--- config.mk ---
export PLATFORM = sky130hd
export DESIGN_NAME = cfr_ram
export DESIGN_NICKNAME = d
export VERILOG_FILES = /design/src/rtl/cfr_ram.sv
export SDC_FILE = /design/constraint.sdc
export NUM_CORES = 2
export LEC_CHECK = 0
export ABC_AREA = 1
export BUFFER_PORTS_ARGS = -buffer_cell sky130_fd_sc_hd__buf_2
export CAP_MARGIN = 10
export CORE_ASPECT_RATIO = 1.1
export CORE_MARGIN = 1
export CORE_UTILIZATION = 45
export DETAILED_ROUTE_END_ITERATION = 12
export GPL_TIMING_DRIVEN = 1
export HOLD_SLACK_MARGIN = 0.03
export PLACE_DENSITY_LB_ADDON = 0.08
export SLEW_MARGIN = 0
export SYNTH_ARGS = -nofsm -noshare
export SYNTH_HDL_FRONTEND = slang
export SYNTH_SLANG_ARGS = --single-unit
--- constraint.sdc ---
create_clock -name clk -period 1.45 [get_ports clk]
set_input_delay 0.0725 -clock clk [delete_from_list [all_inputs] [get_ports clk]]
set_output_delay 0.0725 -clock clk [all_outputs]
set_load 0.02 [all_outputs]
--- src/rtl/cfr_ram.sv ---
// Generic single-port-write, single-port-read RAM with a registered read.
// Standalone; used for the count store and the first-seen list.
`timescale 1ns / 1ps

module cfr_ram #(
  parameter int WIDTH = 8,
  parameter int DEPTH = 256
) (
  input  logic                     clk,
  input  logic                     we,
  input  logic [$clog2(DEPTH)-1:0] waddr,
  input  logic [WIDTH-1:0]         wdata,
  input  logic [$clog2(DEPTH)-1:0] raddr,
  output logic [WIDTH-1:0]         rdata
);

  logic [WIDTH-1:0] mem [DEPTH];

  always_ff @(posedge clk) begin
    if (we) begin
      mem[waddr] <= wdata;
    end
    rdata <= mem[raddr];
  end

endmodule

# Yosys cells after proc, flatten, opt, wreduce, memory -nomap -nowiden
# Memory sizes are Yosys's and may differ from the RTL's. A register that Yosys moved wholly into a read port is not among the register bits.
# Cells that the tools add are included.
[word_totals]
word_cells = 3
ff_bits = 0
n_memories = 1
ramBits = 2048
[classes]
mux = 2
[memory_table]
columns = ["name", "words", "width", "rd", "rd_clocked_by_memory_dff", "write_ports", "line_no", "source"]
rows = [
  ["mem", 256, 8, 1, 1, 1, "17", "logic [WIDTH-1:0] mem [DEPTH];"],
]
[op_table]
columns = ["op", "count"]
rows = [
  ["2-to-1 mux 1 bit", 2],
]

# Depth between registers and ports, before layout
[logic_depth]
word_depth = 2
depth_mapped = 15
ltp_nobuf = 11

# Least setup slack after synthesis
# No wires, ideal clock.
[synth_timing]
kind = "in2reg"
start = "input we"
end = "memory mem[162][0] (enable)"
path_slack_ns = -0.114
cell_stages = 4
arrival_ns = 1.194
setup_ns = 0.370
path_buffers = 2
path_cell_list = "clkbuf_1 > nand3_1 > clkbuf_1 > nor2_1"
[synth_between]
elab_chain_len = 2
[synth_rtl]
columns = ["element", "line_no", "source"]
rows = [
  ["start, declared", "10", "input logic we,"],
  ["2-to-1 mux 1 bit", "20", "if (we) begin"],
  ["2-to-1 mux 1 bit (implied by the code)", "21", "mem[waddr] <= wdata;"],
  ["end, declared", "17", ""],
]
# No other way between the ends.

==> key figures <==
Clock tree
  – Htree depth: 4
  – Clock transition at the registers of the reported paths: 0.06 ns
  – Clock sinks: 2,056
  – Skew-Pair Late Insertion Delay: 0.86 ns
  – Root buf cell: clkbuf_16
  – Longest Clk Path Bufs: 3
  – Post-CTS Setup Bufs: 0
  – CTS buffer count: 208
  – CTS tree: built

Timing
  – Slew Viols, Final: 0
  – Min Hold Slack: 0.1139 ns
  – RSZ-0062 raised after global routing: yes
  – Fin Setup TNS: -0.8412 ns
  – Endpoints failing setup: 14
  – Min cycle time layout: 1.562 ns
  – Normalized max-slew margin: 65.84%
  – Fin Clk Skew: 0.02296 ns
  – Worst Tran Pin Value: 0.5124 ns
  – Part of the cycle the worst path needs: 107.7%
  – Fmax: 0.6401 GHz
  – Worst setup margin: -0.1122 ns
  – Hold Violations, Final: 0

Synthesis
  – Mapped Area: 83,400 sq um
  – Count of cell types in the netlist: 14
  – Syn nets: 7,029
  – Synth Area per Inst: 11.91 sq um
  – Cells after Synth: 7,003
  – Post-synth top area share: 73.74%
  – Cell taking the most area after synthesis: edfxtp_1
  – Register area share after synthesis: 73.94%
  – Synth warn: 0
  – Largest cells by area after synthesis: edfxtp_1, nand3_1, nand2_1, buf_2, nor2_1
  – Yosys reg bits: 2,056

Pwr
  – Power Total: 131.2 mW
  – Sw Ratio: 22.91%
  – Power per cell area: 1283 nW/um^2
  – NetSw: 30.06 mW
  – VDD IR max: 1425 uV
  – Pleak: 36.95 nW
  – Seq pwr share: 50.0%
  – Clock Power Share: 42.4%
  – Logic pwr share: 7.6%
  – Internal power: 101.1 mW

Setup path
  – Worst EP required: 2.18 ns
  – Max FO, Critical Path: 1
  – Reg2reg end: rdata[4]$_DFF_P_
  – Critical R2R Launch: mem[97][4]$_DFFE_PP_
  – Critical path cell sequence: nand2_1 -> nand3_2 -> nand3_2 -> nand3_2 -> nand3_2 -> nand3_1 -> buf_4 -> nand3_2 -> nand2_1 -> nand2_2 -> nand2_1
  – Most used cell, CP: nand3_2
  – Top Family by Delay on Critical Path: simple AND/OR/NAND/NOR gates
  – Slowest CP cell: edfxtp_1
  – CP Class: register to register
  – Timing endpoint of the critical path: rdata[4]$_DFF_P_
  – Critical path depth in cells: 11
  – CP peak stage delay: 0.41 ns
  – Setup crit start: mem[97][4]$_DFFE_PP_
  – Reg2reg path depth: 11
  – FF-to-FF setup slack: -0.11 ns
  – CP endpoint kind: register
  – CP Data Arrival Time: 2.30 ns
  – Worst setup SP type: register
  – CP bufs+invs: 1

Hold path
  – Hold Path Class: input port to register
  – Worst hold start: raddr[2]

Run
  – Total of max-cap violations: 0

Floorplanning
  – Effective utilization at floorplan: 45.34%
  – Die X: 412.5 microns
  – # rows: 165
  – Die Y: 453.5 microns
  – Core area: 183,900 sq um
  – DIE AREA: 187,100 sq um
  – Ports: 34

Detailed routing
  – DR vias/cell: 5.614
  – Vias post-DR: 57,090
  – Final ANT Viol Nets: 0
  – Drt pass-1 iters: 6
  – Avg WL per Cell: 25.25 microns
  – Routed WL: 256,700 microns
  – Post-route DRC: 0
  – DRT iter0 DRCs: 6,227

Layout
  – Most frequent cells in the layout: nand2_1, edfxtp_1, nand3_1, buf_4, nor2_1
  – Design Area, Final: 102,200 sq um
  – Synthesis-to-finish area growth: 22.57%
  – Final net count: 7,595
  – Most common cell after layout, fill and taps aside: nand2_1
  – Final Util: 55.57%
  – Layout cell share with drive strength beyond 1: 19.57%

Run status
  – Failing checks: negative setup slack
  – Outcome: finished, violations left

GRT
  – Top Usage Layer GRT: met2
  – Gr ovfl total: 0
  – Met2 Usage GRT: 43.34%
  – Largest net degree at the start of global routing: 63
  – Total Routing Usage GR: 27.47%
  – M3 GR Usage: 4.155%
  – Met1 usage: 39.48%
  – Antenna violations before repair: 8
  – Vias in the first global route: 55,070
  – First-pass GRT wire length: 375,900 microns

Placed design
  – Area of placed instances: 92,670 sq um
  – Routability cong.: 0.9141
  – I/O Buffers: 33
  – Dpl hpwl: 165,100 microns
state kept, by name, summed over array words and instances (netlist names):
signal	count
mem	2048
rdata	8
stage by stage:
stage | cells | worst slack (ns)
2_1_floorplan | 7003 | -0.1140
3_3_place_gp | 9773 | -1.074
3_5_place_dp | 9773 | -1.045
4_1_cts | 10170 | -0.1341
5_1_grt | 10170 | -0.1409
6_report | 10170 | -0.1122
worst min-delay path by stage:
stage | slack (ns) | depth (start not counted) | to
6_report | 0.11 | 9 | rdata[6]$_DFF_P_
5_1_grt | 0.12 | 5 | mem[184][6]$_DFFE_PP_
4_1_cts | 0.07 | 5 | mem[184][6]$_DFFE_PP_
3_5_place_dp | 0.43 | 1 | mem[110][2]$_DFFE_PP_
3_3_place_gp | 0.43 | 1 | mem[108][2]$_DFFE_PP_
2_1_floorplan | 0.17 | 0 | mem[0][0]$_DFFE_PP_
area by class of cell:
cell class              count  area, sq um
inverters                  39        180.2
repair buffers            839         8792
fillers                 15290        81730
well taps                2421         3029
flip-flops and latches   2056        61690
diodes                      2        5.005
multi-input cells        4425        21500
clock inverters           139         1545
clock buffers             247         5478
layer usage:
metal | vias to the layer above | wire (microns)
met4 | 4 | 7196
met5 | - | 27
met1 | 28600 | 111600
met2 | 2052 | 120100
li1 | 26040 | -
met3 | 394 | 17830
worst reg2reg max path: stages, from the launching register on:
cell	delay (ns)
edfxtp_1	0.41
nand2_1	0.13
nand3_2	0.08
nand3_2	0.08
nand3_2	0.07
nand3_2	0.12
nand3_1	0.09
buf_4	0.14
nand3_2	0.07
nand2_1	0.08
nand2_2	0.09
nand2_1	0.07
power by group through the flow:
stage / combinational (mW) / sequential, mW / clock (mW)
after detailed placement: 9.15 / 66.9 / 0
final: 9.99 / 65.6 / 55.6
after global routing: 10.7 / 65.6 / 58.5
after global placement: 9.11 / 66.9 / 0
after CTS: 9.80 / 65.6 / 56.4
after floorplan: 4.04 / 66.8 / 0
synth_stat cells:
master	count
nand3_1	2019
buf_4	46
buf_2	268
buf_6	16
buf_8	1
inv_4	1
buf_1	40
nor2_1	283
inv_2	2
nand2_1	2123
inv_1	36
dfxtp_1	8
clkbuf_1	112
edfxtp_1	2048
cell families after synthesis:
| logic type | count (synthesis) | share of synthesized area [%] |
|---|---|---|
| flops | 2056 | 73.94 |
| simple gates | 4425 | 22.95 |
| buf+inv | 522 | 3.119 |
what timing repair did:
item	CTS	global route
gates resized for setup	354	122
hold endpoints to repair	2056	0
pin swaps	73	62
setup endpoints to repair	16	15
hold buffers	11	0
Note: power is estimated with default switching activity, not from simulation.
